### src/design/lps_pkg.sv
package lps_pkg;

  localparam int MAX_SIZE   = 8;
  localparam int ELEM_W     = 4;
  localparam int SIZE_W     = 4;
  localparam int IDX_W      = $clog2(MAX_SIZE);
  localparam int SIZE_RESET = 3;
  localparam int TDATA_W    = MAX_SIZE * ELEM_W;

  typedef logic [MAX_SIZE-1:0][ELEM_W-1:0] perm_t;

  typedef struct packed {
    perm_t elem;
    logic  is_final;
  } result_t;

  // 1, 2, .. MAX_SIZE in positions 0 upwards
  function automatic perm_t identity_perm();
    perm_t p;
    for (int i = 0; i < MAX_SIZE; i++) begin
      p[i] = ELEM_W'(i + 1);
    end
    return p;
  endfunction

  // clamp a written size into 1..MAX_SIZE
  function automatic logic [SIZE_W-1:0] sat_size(input logic [SIZE_W-1:0] v);
    logic [SIZE_W-1:0] s;
    s = v;
    if (v == '0) begin
      s = SIZE_W'(1);
    end else if (v > SIZE_W'(MAX_SIZE)) begin
      s = SIZE_W'(MAX_SIZE);
    end
    return s;
  endfunction

endpackage

### src/design/lps_succ.sv
// Next permutation: rightmost ascent as pivot, swap with rightmost larger
// element after it, reverse the suffix. Wraps to identity from descending or on load_id.
module lps_succ import lps_pkg::*; (
  input  perm_t             cur,
  input  logic [SIZE_W-1:0] size,
  input  logic              load_id,
  output perm_t             nxt,
  output result_t           res
);

  localparam int SUM_W = SIZE_W + 1;

  logic [IDX_W-1:0]  piv;
  logic [IDX_W-1:0]  swp;
  logic              found;
  logic [ELEM_W-1:0] pv;
  logic [SUM_W-1:0]  rsum;
  logic [IDX_W-1:0]  r;
  logic              fin;

  always_comb begin
    piv   = '0;
    found = 1'b0;
    for (int j = 0; j < MAX_SIZE - 1; j++) begin
      if (SIZE_W'(j + 1) < size && cur[j] < cur[j + 1]) begin
        piv   = IDX_W'(j);
        found = 1'b1;
      end
    end
    pv = cur[piv];

    swp = piv;
    for (int k = 1; k < MAX_SIZE; k++) begin
      if (IDX_W'(k) > piv && SIZE_W'(k) < size && cur[k] > pv) begin
        swp = IDX_W'(k);
      end
    end

    rsum = '0;
    r    = '0;
    for (int i = 0; i < MAX_SIZE; i++) begin
      nxt[i] = cur[i];
      if (IDX_W'(i) == piv) begin
        nxt[i] = cur[swp];
      end else if (IDX_W'(i) > piv && SIZE_W'(i) < size) begin
        // mirrored place within the suffix piv+1 .. size-1
        rsum = SUM_W'(size) + SUM_W'(piv) - SUM_W'(i);
        r    = rsum[IDX_W-1:0];
        nxt[i] = (r == swp) ? pv : cur[r];
      end
    end

    if (load_id || !found) begin
      nxt = identity_perm();
    end

    fin = 1'b1;
    for (int k = 0; k < MAX_SIZE - 1; k++) begin
      if (SIZE_W'(k + 1) < size && nxt[k] < nxt[k + 1]) begin
        fin = 1'b0;
      end
    end

    for (int i = 0; i < MAX_SIZE; i++) begin
      res.elem[i] = (SIZE_W'(i) < size) ? nxt[i] : '0;
    end
    res.is_final = fin;
  end

endmodule

### src/design/lps_out_stage.sv
// Result register; refills in the cycle it is taken.
module lps_out_stage import lps_pkg::*; (
  input  logic                clk,
  input  logic                rst,
  input  logic                in_valid,
  output logic                in_ready,
  input  result_t             in_data,
  output logic                m_tvalid,
  input  logic                m_tready,
  output logic [TDATA_W-1:0]  m_tdata,
  output logic                m_tlast
);

  logic    valid;
  result_t data;

  assign in_ready = !valid || m_tready;

  always_ff @(posedge clk) begin
    if (rst) begin
      valid <= 1'b0;
    end else if (in_ready) begin
      valid <= in_valid;
    end
  end

  always_ff @(posedge clk) begin
    if (in_ready && in_valid) begin
      data <= in_data;
    end
  end

  assign m_tvalid = valid;
  assign m_tdata  = data.elem;
  assign m_tlast  = data.is_final;

endmodule

### src/design/lexicographic_permutation_stepper.sv
// Channel   | Dir | Signals                        | Contents
// ----------+-----+--------------------------------+--------------------------------
// request   | in  | s_tvalid s_tready s_tdata[7:0] | bit 0 restart, rest zero
// result    | out | m_tvalid m_tready m_tdata      | elem_0..elem_7, 4 bits each,
//           |     | m_tlast                        |   elem_0 lowest; tlast = is_final
// config    | in  | cfg_we cfg_wdata[3:0]          | perm_size, saturated to 1..8
//
// One request per cycle while s_tready is high; each result is registered on its transfer and shown in the next cycle.
// The successor is a single combinational pass from the held permutation
// to the result register; the held permutation updates on each transfer.
// s_tready drops only while a result waits and m_tready is low.
// Reset (sync, active high): size 3, identity held, next request restarts.
// A size write also forces the next request to give the identity.
module lexicographic_permutation_stepper import lps_pkg::*; (
  input  logic                clk,
  input  logic                rst,
  input  logic                s_tvalid,
  output logic                s_tready,
  input  logic [7:0]          s_tdata,   // [0] restart, [7:1] zero
  output logic                m_tvalid,
  input  logic                m_tready,
  output logic [TDATA_W-1:0]  m_tdata,   // [3:0] elem_0 .. [31:28] elem_7
  output logic                m_tlast,   // is_final
  input  logic                cfg_we,
  input  logic [SIZE_W-1:0]   cfg_wdata  // perm_size
);

  // held state
  logic [SIZE_W-1:0] perm_size;
  perm_t             current_perm;
  logic              have_started;

  perm_t             perm_next;
  result_t           res;
  logic              take;

  assign take = s_tvalid && s_tready;

  lps_succ u_succ (
    .cur     (current_perm),
    .size    (perm_size),
    .load_id (s_tdata[0] || !have_started),
    .nxt     (perm_next),
    .res     (res)
  );

  // config writes must arrive only while idle; the block does not enforce this, and a write wins over a transfer
  always_ff @(posedge clk) begin
    if (rst) begin
      perm_size    <= SIZE_W'(SIZE_RESET);
      current_perm <= identity_perm();
      have_started <= 1'b0;
    end else if (cfg_we) begin
      perm_size    <= sat_size(cfg_wdata);
      have_started <= 1'b0;
    end else if (take) begin
      current_perm <= perm_next;
      have_started <= 1'b1;
    end
  end

  lps_out_stage u_out (
    .clk      (clk),
    .rst      (rst),
    .in_valid (s_tvalid),
    .in_ready (s_tready),
    .in_data  (res),
    .m_tvalid (m_tvalid),
    .m_tready (m_tready),
    .m_tdata  (m_tdata),
    .m_tlast  (m_tlast)
  );

endmodule

### config.mk
export PLATFORM = sky130hd
export DESIGN_NAME = lexicographic_permutation_stepper
export DESIGN_NICKNAME = d
export VERILOG_FILES = /design/src/design/lps_pkg.sv /design/src/design/lps_succ.sv /design/src/design/lps_out_stage.sv /design/src/design/lexicographic_permutation_stepper.sv
export SDC_FILE = /design/constraint.sdc
export NUM_CORES = 1
export LEC_CHECK = 0
export ABC_AREA = 1
export BUFFER_PORTS_ARGS = -buffer_cell sky130_fd_sc_hd__buf_4
export CORE_UTILIZATION = 60
export CTS_CLUSTER_SIZE = 28
export DETAILED_ROUTE_END_ITERATION = 7
export PLACE_DENSITY = 0.75
export RECOVER_POWER = 25
export SLEW_MARGIN = 20
export SYNTH_ARGS = -nofsm -noshare
export SYNTH_HDL_FRONTEND = slang
export SYNTH_SLANG_ARGS = --single-unit
### constraint.sdc
create_clock -name clk -period 14 [get_ports clk]
set_input_delay 4.2 -clock clk [delete_from_list [all_inputs] [get_ports clk]]
set_output_delay 4.2 -clock clk [all_outputs]
set_load 0.005 [all_outputs]
# == Word level (Yosys, flattened, before mapping) ==
# Index checks and enable logic that the tools add are counted.
# classes
add_sub_neg,8
n_mul,0
n_div,0
order_cmp,48
eq_ne,15
shift,0
muxes,68
n_bitwise,1
n_reduce_logical,41
# op_table
cell,count
2-to-1 mux 4 bit,36
binary-select mux 4 bit (select 3 bit),10
< comparator 4 bit,14
< comparator 3 x 4 -> 1 bit (second input constant),10
2-to-1 mux 32 bit,1
logical AND 1 bit,30
2-to-1 mux 3 bit,10
greater-than comparator 4 bit,7
== test 3 bit,8
< comparator 3 x 4 -> 1 bit (first input constant),4
== test 3 bit (first input constant),4
greater-than comparator 3 bit (first input constant),4
subtractor 3 bit (second input constant),4
2-to-1 mux 1 bit,9
< comparator 1 x 4 -> 1 bit (first input constant),2
< comparator 2 x 4 -> 1 bit (first input constant),2
== test 2 x 3 -> 1 bit (first input constant),2
greater-than comparator 1 x 3 -> 1 bit (first input constant),2
greater-than comparator 2 x 3 -> 1 bit (first input constant),2
OR reduction 6 bit,1
subtractor 3 x 2 -> 3 bit (second input constant),2
greater-than comparator 4 bit (second input constant),1
logical NOT 4 bit,1
2-to-1 mux 2 bit,2
other kinds (9),13
# totals
ff_bits,71
latch_bits,0
ramBits,0
mem_bits_ro,0
output_inout_bits,35
memories,0

# == Longest topological paths before layout ==
# Gate-level depths: netlist of the first run.
# logic_depth
word_depth,27
depth_mapped,47

# == Hierarchy ==
# A second synthesis of the first run with hierarchy kept.
# hier_totals
hier_cells,1209
hier_area_um2,7832.5
# modules_own_cells
mod,n_inst,cells_per_inst,area_per_inst_um2,seq_area_each_um2
lps_succ,1,966,5350.1,0.0
lexicographic_permutation_stepper,1,204,1443.9,740.7
lps_out_stage,1,39,1038.5,1011.0

# == Worst setup path after synthesis of the first run ==
# Ideal clock, no wire load.
# synth_timing
path_kind,input -> output
startpoint,input port m_tready
endpoint,output port s_tready
arrival_time_ps,4303
setup_slack_ps,5497
stages,2
path_cell_list,inv_1 nand2_1
# synth_via
elab_chain_cells,1
# synth_rtl
item,line,source
start: declaration,lexicographic_permutation_stepper.sv:21,"input logic m_tready,"
logical OR 1 bit,lps_out_stage.sv:17,assign in_ready = !valid || m_tready;
end: declaration,lexicographic_permutation_stepper.sv:18,"output logic s_tready,"
# No other way between the ends.

# == Final worst setup path of the first run ==
# Ends and elaborated chain as after synthesis.

==> impl_metrics.ini, run 1 <==
[final_layout]
num_antenna_cells = 0
layout_commonest_cell = nand2_1
syn2layout_area_growth_pct = 9.22
postLayoutCellArea_um2 = 8120
finalNetCount = 1234
most-common-layout-cells = nand2_1 (272), inv_1 (158), o21ai_0 (135), a21oi_1 (80), ha_1 (73)
drive_above_1_share = 0.112

[synth]
synth-seq-cells = 71
synth_nets = 1213
synth_area_leaders = nand2_1 (14%), edfxtp_1 (13%), ha_1 (12%), dfxtp_1 (10%), o21ai_0 (9.1%)
syn-cell-area_um2 = 7430
ys_warn_count = 0
avgSynthCellArea_um2 = 6.63
syn_inst = 1122
netlist.area_leader.share = 0.137
ys_types = 48
synth_top_area_cell = nand2_1
synth.yosys.seq_area_share = 0.236

[hold_path]
min_to = have_started
hold_class = flip-flop to flip-flop
hold_depth = 2
min_from = have_started

[critical_path]
reg2reg_from = perm_size[3]
crit_path_start_kind = input port
end_kind = primary output
cp.arrival_ps = 4550
rr_endpoint = u_out.m_tlast
crit_required_ps = 9800
path_max_fanout = 3
ff2ff_path_depth = 36
crit_type = input port to primary output
r2r_slack_ps = 5940

[sta]
tightest_slew_ps = 864
slew_viol_final = 0
relSlewSlack = 0.424
setup_viol = 0
post-route-min-period_ps = 8750
fin_tns_setup_ps = 0
clock_skew_ps = 3.77
finalHoldViolCount = 0
rsz0062_at_grt = no
fin_crit_sh = 0.625
timing.fmax_ghz = 0.114

[global_routing]
first_global_vias = 6903
grt-busiest-layer = met2
grtUsageTotal = 0.383
met1_usage = 0.510
grt_pass1_wl_um = 37100
grtUsageMet2 = 0.606
overflow = 0
grt_max_degree = 69
antenna_found_initial = 0
grt_use_met3 = 0.0621

[place]
dpl_cell_area_um2 = 7820
hpwl_um = 18600
io_buffers = 44
gp_congestion = 1.05

[drt]
post-route-drc-count = 0
firstDrtPassIters = 5
wl_per_cell_um = 18.2
viasPerCell = 5.88
wl_um = 23900
drtIter0Drc = 798
antenna_left = 0
vias = 7736

[clock_network]
cts.clk_slew.worst_paths_ps = 60
cts-htree-levels = 3
cts_setup_buffers = 0
cts_hold_buffers = 0
cts-resized-gates = 0
numCtsBuffers = 9
cts.sinks = 71
cts_tree = yes
clock_path_buffers = 2
clk_latency_ps = 330
cts_root_buf = clkbuf_16

[power_and_ir_drop]
internal-power_mw = 0.663
comb_power_share = 0.664
sw_frac_of_total = 0.539
max-vdd-ir-drop_v = 0.000103
switchingPower_mw = 0.777
p_leak_nw = 4.02
power_frac_seq = 0.174
pwr-share-clk = 0.162
p_per_area_nw_per_um2 = 177

[floorplan]
dieArea_um2 = 12800
die_h_um = 113
io_pins = 52
fp.dieW_um = 113
core_area_um2 = 12100
row_count = 40
start_util = 0.616

[flow_run]
maxCapViolations = 0

[status]
status = complete, no violations
## sequential cells by signal, summed over array words and instances, names as in the netlist
register / cells
u_out.m_tvalid: 1
have_started: 1
perm_size: 4
u_out.m_tdata: 32
u_out.m_tlast: 1
current_perm: 32
## final cells by class
cell class | instances | area, µm²
Clock buffer | 12 | 256
Clock inverter | 4 | 52.6
Fill cell | 1114 | 3940
Inverter | 180 | 678
Multi-Input combinational cell | 834 | 4820
Sequential cell | 71 | 1750
Tap cell | 168 | 210
Timing Repair Buffer | 47 | 345
## routing by layer
metal / routed length [µm] / up-vias
met1: 10200 / 3481
met3: 2060 / 83
met4: 1300 / 0
met2: 10400 / 376
met5: 0 / -
li1: - / 3796
## per-stage QoR
step | utilization | instances | hold slack, ps | power (mW) | setup slack, ps
final | 0.673 | 1316 | 484 | 1.44 | 5250
after global routing | 0.673 | 1316 | 525 | 1.55 | 5230
after CTS | 0.674 | 1316 | 483 | 1.41 | 5250
after detailed placement | 0.648 | 1300 | 468 | 1.17 | 5250
after global placement | 0.648 | 1300 | 453 | 1.16 | 5250
after floorplan | - | 1122 | 441 | 0.965 | 5500
## how the worst max path moves through the flow
stage	startpoint	to	slack, ps	depth (start not counted)
finish	m_tready	s_tready	5250	4
global route	m_tready	s_tready	5230	4
global placement	m_tready	s_tready	5250	4
floorplan	m_tready	s_tready	5500	2
CTS	m_tready	s_tready	5250	4
detailed placement	m_tready	s_tready	5250	4
## logic make-up (layout without fill, tap and decap cells)
family,after synthesis,in the layout,share of synthesized area
flip-flops,71,71,0.236
AO/OA/AOI/OAI,308,308,0.240
XOR/XNOR,7,7,0.0138
buffers and inverters,217,243,0.116
adder cells (fa/ha/maj),74,74,0.126
AND/OR/NAND/NOR,445,445,0.269
## power by group through the flow
stage / Sequential [mW] / Combinational, mW / Clock, mW
after CTS: 0.250 / 0.925 / 0.235
after global routing: 0.251 / 1.06 / 0.244
after detailed placement: 0.254 / 0.919 / 0
after global placement: 0.254 / 0.909 / 0
final: 0.250 / 0.955 / 0.234
after floorplan: 0.247 / 0.719 / 0
## worst max-delay path, stage by stage
cell	delay [ps]
clkbuf_4	110
inv_1	40
nand2_1	60
buf_4	140
## synthesized netlist by cell type (all sizes together)
cell type and instances:
a211oi 11, a21o 1, a21oi 81, a31oi 3, a32o 2, a32oi 1
buf 10, clkbuf 27, clkinv 5, dfxtp 38, edfxtp 33, fa 1
ha 73, inv 175, nand2 292, nand3 63, nand4 10, nor2 73
nor3 3, nor3b 1, o2111ai 1, o211ai 53, o21ai 151, o21bai 1
o221ai 1, o41ai 2, or2 3, xor2 7
No activity file was read; power rests on OpenSTA's default activity.
==> run 2: changes to the inputs <==
- CORE_UTILIZATION: 60 -> 57
- clock period: 14 -> 7.9 ns (I/O delays scaled with it)
==> run 2 against run 1 <==
Net effect: setup slack got worse by 4500 ps; wire length rose by 3.7%; register-to-register slack got worse by 5200 ps; clock power rose by 98%; sequential cell count did not move; critical path depth rose by 35; non-clock buffer count rose by 26; highest routed layer unchanged.
==> impl_metrics.ini, run 2 (same netlist as run 1, synthesis figures left out) <==
[global_routing]
overflow = 0
grtUsageTotal = 0.389
antenna_found_initial = 0
grt-busiest-layer = met2
grt_max_degree = 40
grt_use_met3 = 0.0996
grt_pass1_wl_um = 38900
met1_usage = 0.502
first_global_vias = 7094
grtUsageMet2 = 0.600

[drt]
wl_per_cell_um = 18.5
viasPerCell = 5.86
wl_um = 24800
drtIter0Drc = 826
post-route-drc-count = 0
firstDrtPassIters = 7
antenna_left = 0
vias = 7891

[power_and_ir_drop]
max-vdd-ir-drop_v = 0.000187
p_leak_nw = 4.17
p_per_area_nw_per_um2 = 321

[critical_path]
ff2ff_path_depth = 39
path_max_fanout = 21
crit_path_start_kind = flip-flop
slowest_stage = dfxtp_1
crit_required_ps = 7990
rr_endpoint = u_out.m_tlast
end_kind = flip-flop
startpoint = current_perm[23]
cpMostUsedCell = nand2_1
r2r_slack_ps = 750
crit_type = flip-flop to flip-flop
reg2reg_from = current_perm[23]
cp.arrival_ps = 7240
cpPeakStageDelay_ps = 570

[final_layout]
num_antenna_cells = 0
drive_above_1_share = 0.133
nFillCells = 1187
most-common-layout-cells = nand2_1 (272), inv_1 (158), o21ai_0 (135), a21oi_1 (80), ha_1 (73)
layout_commonest_cell = nand2_1
syn2layout_area_growth_pct = 12.5
finalNetCount = 1260

[hold_path]
hold_class = flip-flop to flip-flop
min_from = have_started
min_to = have_started
hold_depth = 2

[sta]
fin_ws_ps = 754
clock_skew_ps = 5.13
post-route-min-period_ps = 7150
tightest_slew_ps = 920
timing.fmax_ghz = 0.140
finalHoldViolCount = 0
slew_viol_final = 0
fin_crit_sh = 0.905
fin_tns_setup_ps = 0
relSlewSlack = 0.386
rsz0062_at_grt = no
setup_viol = 0

[place]
io_buffers = 44
dp_slack_ps = 1050
gp_congestion = 1.04
hpwl_um = 19500

[floorplan]
core_area_um2 = 12700
start_util = 0.587
die_h_um = 116
fp.dieW_um = 116
row_count = 41
dieArea_um2 = 13500
io_pins = 52

[clock_network]
numCtsBuffers = 9
cts.sinks = 71
clk_latency_ps = 340
cts-htree-levels = 3
cts.clk_slew.worst_paths_ps = 60
cts-resized-gates = 0
cts_hold_buffers = 0
clock_path_buffers = 2
cts_setup_buffers = 0
cts_root_buf = clkbuf_16
cts_tree = yes

[flow_run]
maxCapViolations = 0

[status]
status = complete, no violations
[run 2: cell count changes in the layout (fill, tap and decap cells not counted), sizes merged]
cell    delta
buf       +28
clkbuf     -2
bufinv     +1
inv        -1
[run 2: final cells by class]
class	count	area, µm²	share of cell area
clock buffer	12	278	0.0332
sequential	71	1750	0.209
clock inverter	4	73.8	0.00883
multi-input combinational	834	4820	0.577
tap	172	215	0.0257
timing repair buffer	73	541	0.0646
inverter	180	678	0.0811
[run 2: worst max-delay path: cells and delay by family (launching register included)]
family	cells	cell delay, ps
simple gates	17	2160
buf+inv	7	760
flops	1	570
fa+ha+maj	3	860
compound gates	12	2520
[run 2: worst max path at each step]
stage	to	slack (ps)	depth (start not counted)
3_5_place_dp	u_out.m_tlast	1050	40
2_1_floorplan	u_out.m_tlast	1690	36
6_report	u_out.m_tlast	750	39
4_1_cts	u_out.m_tlast	950	39
5_1_grt	u_out.m_tlast	240	37
3_3_place_gp	u_out.m_tlast	1080	37
[run 2: power by group]
part           switching [mW]  internal, mW  leakage, nW  total (mW)
registers              0.0244         0.411        0.641       0.435
clock network           0.152         0.313        0.174       0.464
logic                    1.22         0.557         3.35        1.78
[run 2: per-layer routing]
| metal | up-vias | wire (µm) | share of wire |
|---|---|---|---|
| li1 | 3859 | - | - |
| met1 | 3555 | 10400 | 0.42 |
| met2 | 388 | 10700 | 0.43 |
| met3 | 89 | 2380 | 0.096 |
| met4 | 0 | 1320 | 0.053 |
| met5 | - | 0 | 0 |
[run 2: through the flow]
stage | std cells | power, mW | hold slack (ps) | utilization | cell area, µm²
after floorplan | 1122 | 1.71 | 441 | - | 7430
after global placement | 1330 | 2.14 | 456 | 0.633 | 8020
after detailed placement | 1330 | 2.16 | 459 | 0.633 | 8020
after CTS | 1346 | 2.63 | 471 | 0.661 | 8370
after global routing | 1346 | 2.89 | 523 | 0.660 | 8360
final | 1346 | 2.68 | 471 | 0.660 | 8360
==> run 3: changes to the inputs <==
- SYNTH_HIERARCHICAL: unset -> 1
- TNS_END_PERCENT: unset -> 20
==> run 3 against run 2 <==
Net effect: global-route usage up 1.2 points; count of clock-buffer cells in the layout is 1 lower; first-iteration DRC count up 44%; via count increased by 8.6%; critical path depth fell by 3; wire length is 12% higher; highest routed layer unchanged; cell count grew 6.5%; design area increased by 3.2%; die area increased by 5.3%; maximum frequency shrank 4.3%; area after synthesis is 5.4% higher; critical endpoint is now u_out/m_tlast; clock power fell by 16%.
==> impl_metrics.ini, run 3 <==
[power_and_ir_drop]
max-vdd-ir-drop_v = 0.000187
p_leak_nw = 4.43
sw_frac_of_total = 0.550
p_per_area_nw_per_um2 = 310
pwr-share-clk = 0.146
internal-power_mw = 1.21
power_frac_seq = 0.163
comb_power_share = 0.691
switchingPower_mw = 1.47

[flow_run]
maxCapViolations = 0

[sta]
fin_crit_sh = 0.945
clock_skew_ps = 7.73
rsz0062_at_grt = no
relSlewSlack = 0.141
finalHoldViolCount = 0
setup_viol = 0
fin_tns_setup_ps = 0
slew_viol_final = 0
timing.fmax_ghz = 0.134
tightest_slew_ps = 1290
post-route-min-period_ps = 7470
fin_ws_ps = 432

[clock_network]
clk_latency_ps = 340
cts.clk_slew.worst_paths_ps = 60
cts.sinks = 71
cts-htree-levels = 3
clock_path_buffers = 2
cts_setup_buffers = 0
numCtsBuffers = 9
cts_root_buf = clkbuf_16
cts_tree = yes

[hold_path]
hold_class = flip-flop to flip-flop
min_from = have_started
hold_depth = 2
min_to = have_started

[synth]
synth_nets = 1300
ys_warn_count = 6
synthFlopType = dfxtp_1
netlist.area_leader.share = 0.162
synth_enable_flop_cells = 33
yosys.cell_count.top_type = nand2_1
synth_top_area_cell = nand2_1
synth_area_leaders = nand2_1 (16%), edfxtp_1 (13%), ha_1 (12%), dfxtp_1 (9.7%), inv_1 (8.4%)
synth.yosys.seq_area_share = 0.224
synth-seq-cells = 71
syn_inst = 1209
syn-cell-area_um2 = 7830
avgSynthCellArea_um2 = 6.48
ys_top_cells_by_count = nand2_1 (338), inv_1 (175), o21ai_0 (105), nor2_1 (93), ha_1 (73)
ys_types = 51
async_reset_ff_frac = 0

[drt]
wl_um = 27900
viasPerCell = 5.98
antenna_left = 0
wl_per_cell_um = 19.5
post-route-drc-count = 0
vias = 8573
drtIter0Drc = 1190
firstDrtPassIters = 6

[global_routing]
antenna_found_initial = 0
first_global_vias = 7499
overflow = 0
grt_pass1_wl_um = 42800
grt_max_degree = 52
grtUsageTotal = 0.401

[place]
hpwl_um = 21200
gp_congestion = 1.08
dp_slack_ps = 741
io_buffers = 44

[final_layout]
drive_above_1_share = 0.133
final_util = 0.647
multi_input_area_um2 = 5100
syn2layout_area_growth_pct = 10.2
num_antenna_cells = 0
finalNetCount = 1344
layout_commonest_cell = nand2_1
most-common-layout-cells = nand2_1 (339), inv_1 (178), o21ai_0 (105), nor2_1 (93), ha_1 (72)
nFillCells = 1334
ff_latch_area_um2 = 1750

[floorplan]
die_h_um = 119
row_count = 42
io_pins = 52
fp.dieW_um = 119
dieArea_um2 = 14200
start_util = 0.587
core_area_um2 = 13300

[critical_path]
path_max_fanout = 27
end_kind = flip-flop
startpoint = current_perm[27]
cp.arrival_ps = 7560
slowest_stage = dfxtp_1
ff2ff_path_depth = 36
rr_endpoint = u_out/m_tlast
crit_type = flip-flop to flip-flop
r2r_slack_ps = 430
reg2reg_from = current_perm[27]
crit_path_start_kind = flip-flop
cpPeakStageDelay_ps = 500
crit_required_ps = 7990

[status]
status = complete, no violations
## run 3: cell count changes after synthesis, sizes merged, moves of 19 or more
| cell | change |
|---|---|
| nand2 | +69 |
| a21oi | -32 |
| nor2 | +31 |
| o21ai | -31 |
| inv | +26 |
| nand3 | +19 |
## run 3: worst max-delay path by stage
stage	slack [ps]	end
final	430	u_out/m_tlast
after global placement	820	u_out/m_tlast
after floorplan	1870	u_out/m_tlast
after detailed placement	740	u_out/m_tlast
after global routing	110	u_out/m_tlast
after CTS	700	u_out/m_tlast
## run 3: kinds of logic after synthesis
| family | share of synthesized area |
|---|---|
| adder cells (fa/ha/maj) | 0.119 |
| buffers and inverters | 0.125 |
| AO/OA/AOI/OAI | 0.180 |
| XOR/XNOR | 0.0113 |
| flip-flops | 0.224 |
| AND/OR/NAND/NOR | 0.341 |
## run 3: power groups by stage
stage / registers, mW / clock network, mW / logic, mW
4_1_cts: 0.435 / 0.396 / 1.78
2_1_floorplan: 0.437 / 0 / 1.33
3_3_place_gp: 0.442 / 0 / 1.74
6_report: 0.435 / 0.391 / 1.85
5_1_grt: 0.437 / 0.412 / 2.02
3_5_place_dp: 0.443 / 0 / 1.77
## run 3: metal layers
layer	part of all wire	track usage
met3	0.11	0.0709
met1	0.41	0.544
met2	0.44	0.626
met4	0.043	0.166
met5	0	0
## run 3: worst max-delay path, delay by kind of cell, from the launching register on
| kind | cells | cell delay (ps) |
|---|---|---|
| AO/OA/AOI/OAI | 12 | 2780 |
| flip-flops | 1 | 500 |
| AND/OR/NAND/NOR | 16 | 2470 |
| adder cells (fa/ha/maj) | 3 | 980 |
| buffers and inverters | 5 | 470 |
## run 3: repair_timing
action	in CTS	in global routing
endpoints found under the hold margin	0	0
endpoints found under the setup margin	0	1
resized for setup	0	1
hold buffers	0	0
## run 3: final cells by class
class / instances / area share
Sequential cell: 71 / 0.203
Clock buffer: 11 / 0.0270
Timing Repair Buffer: 70 / 0.0591
Clock inverter: 5 / 0.00580
Tap cell: 176 / 0.0255
Inverter: 203 / 0.0883
Multi-Input combinational cell: 898 / 0.591
## run 3: per-stage QoR
| stage | cells | cell area (µm²) | hold slack [ps] | total power [mW] |
|---|---|---|---|---|
| after detailed placement | 1417 | 8370 | 473 | 2.21 |
| after global routing | 1434 | 8630 | 529 | 2.87 |
| after global placement | 1417 | 8370 | 460 | 2.19 |
| after floorplan | 1209 | 7830 | 442 | 1.77 |
| final | 1434 | 8630 | 484 | 2.68 |
| after CTS | 1433 | 8650 | 488 | 2.61 |
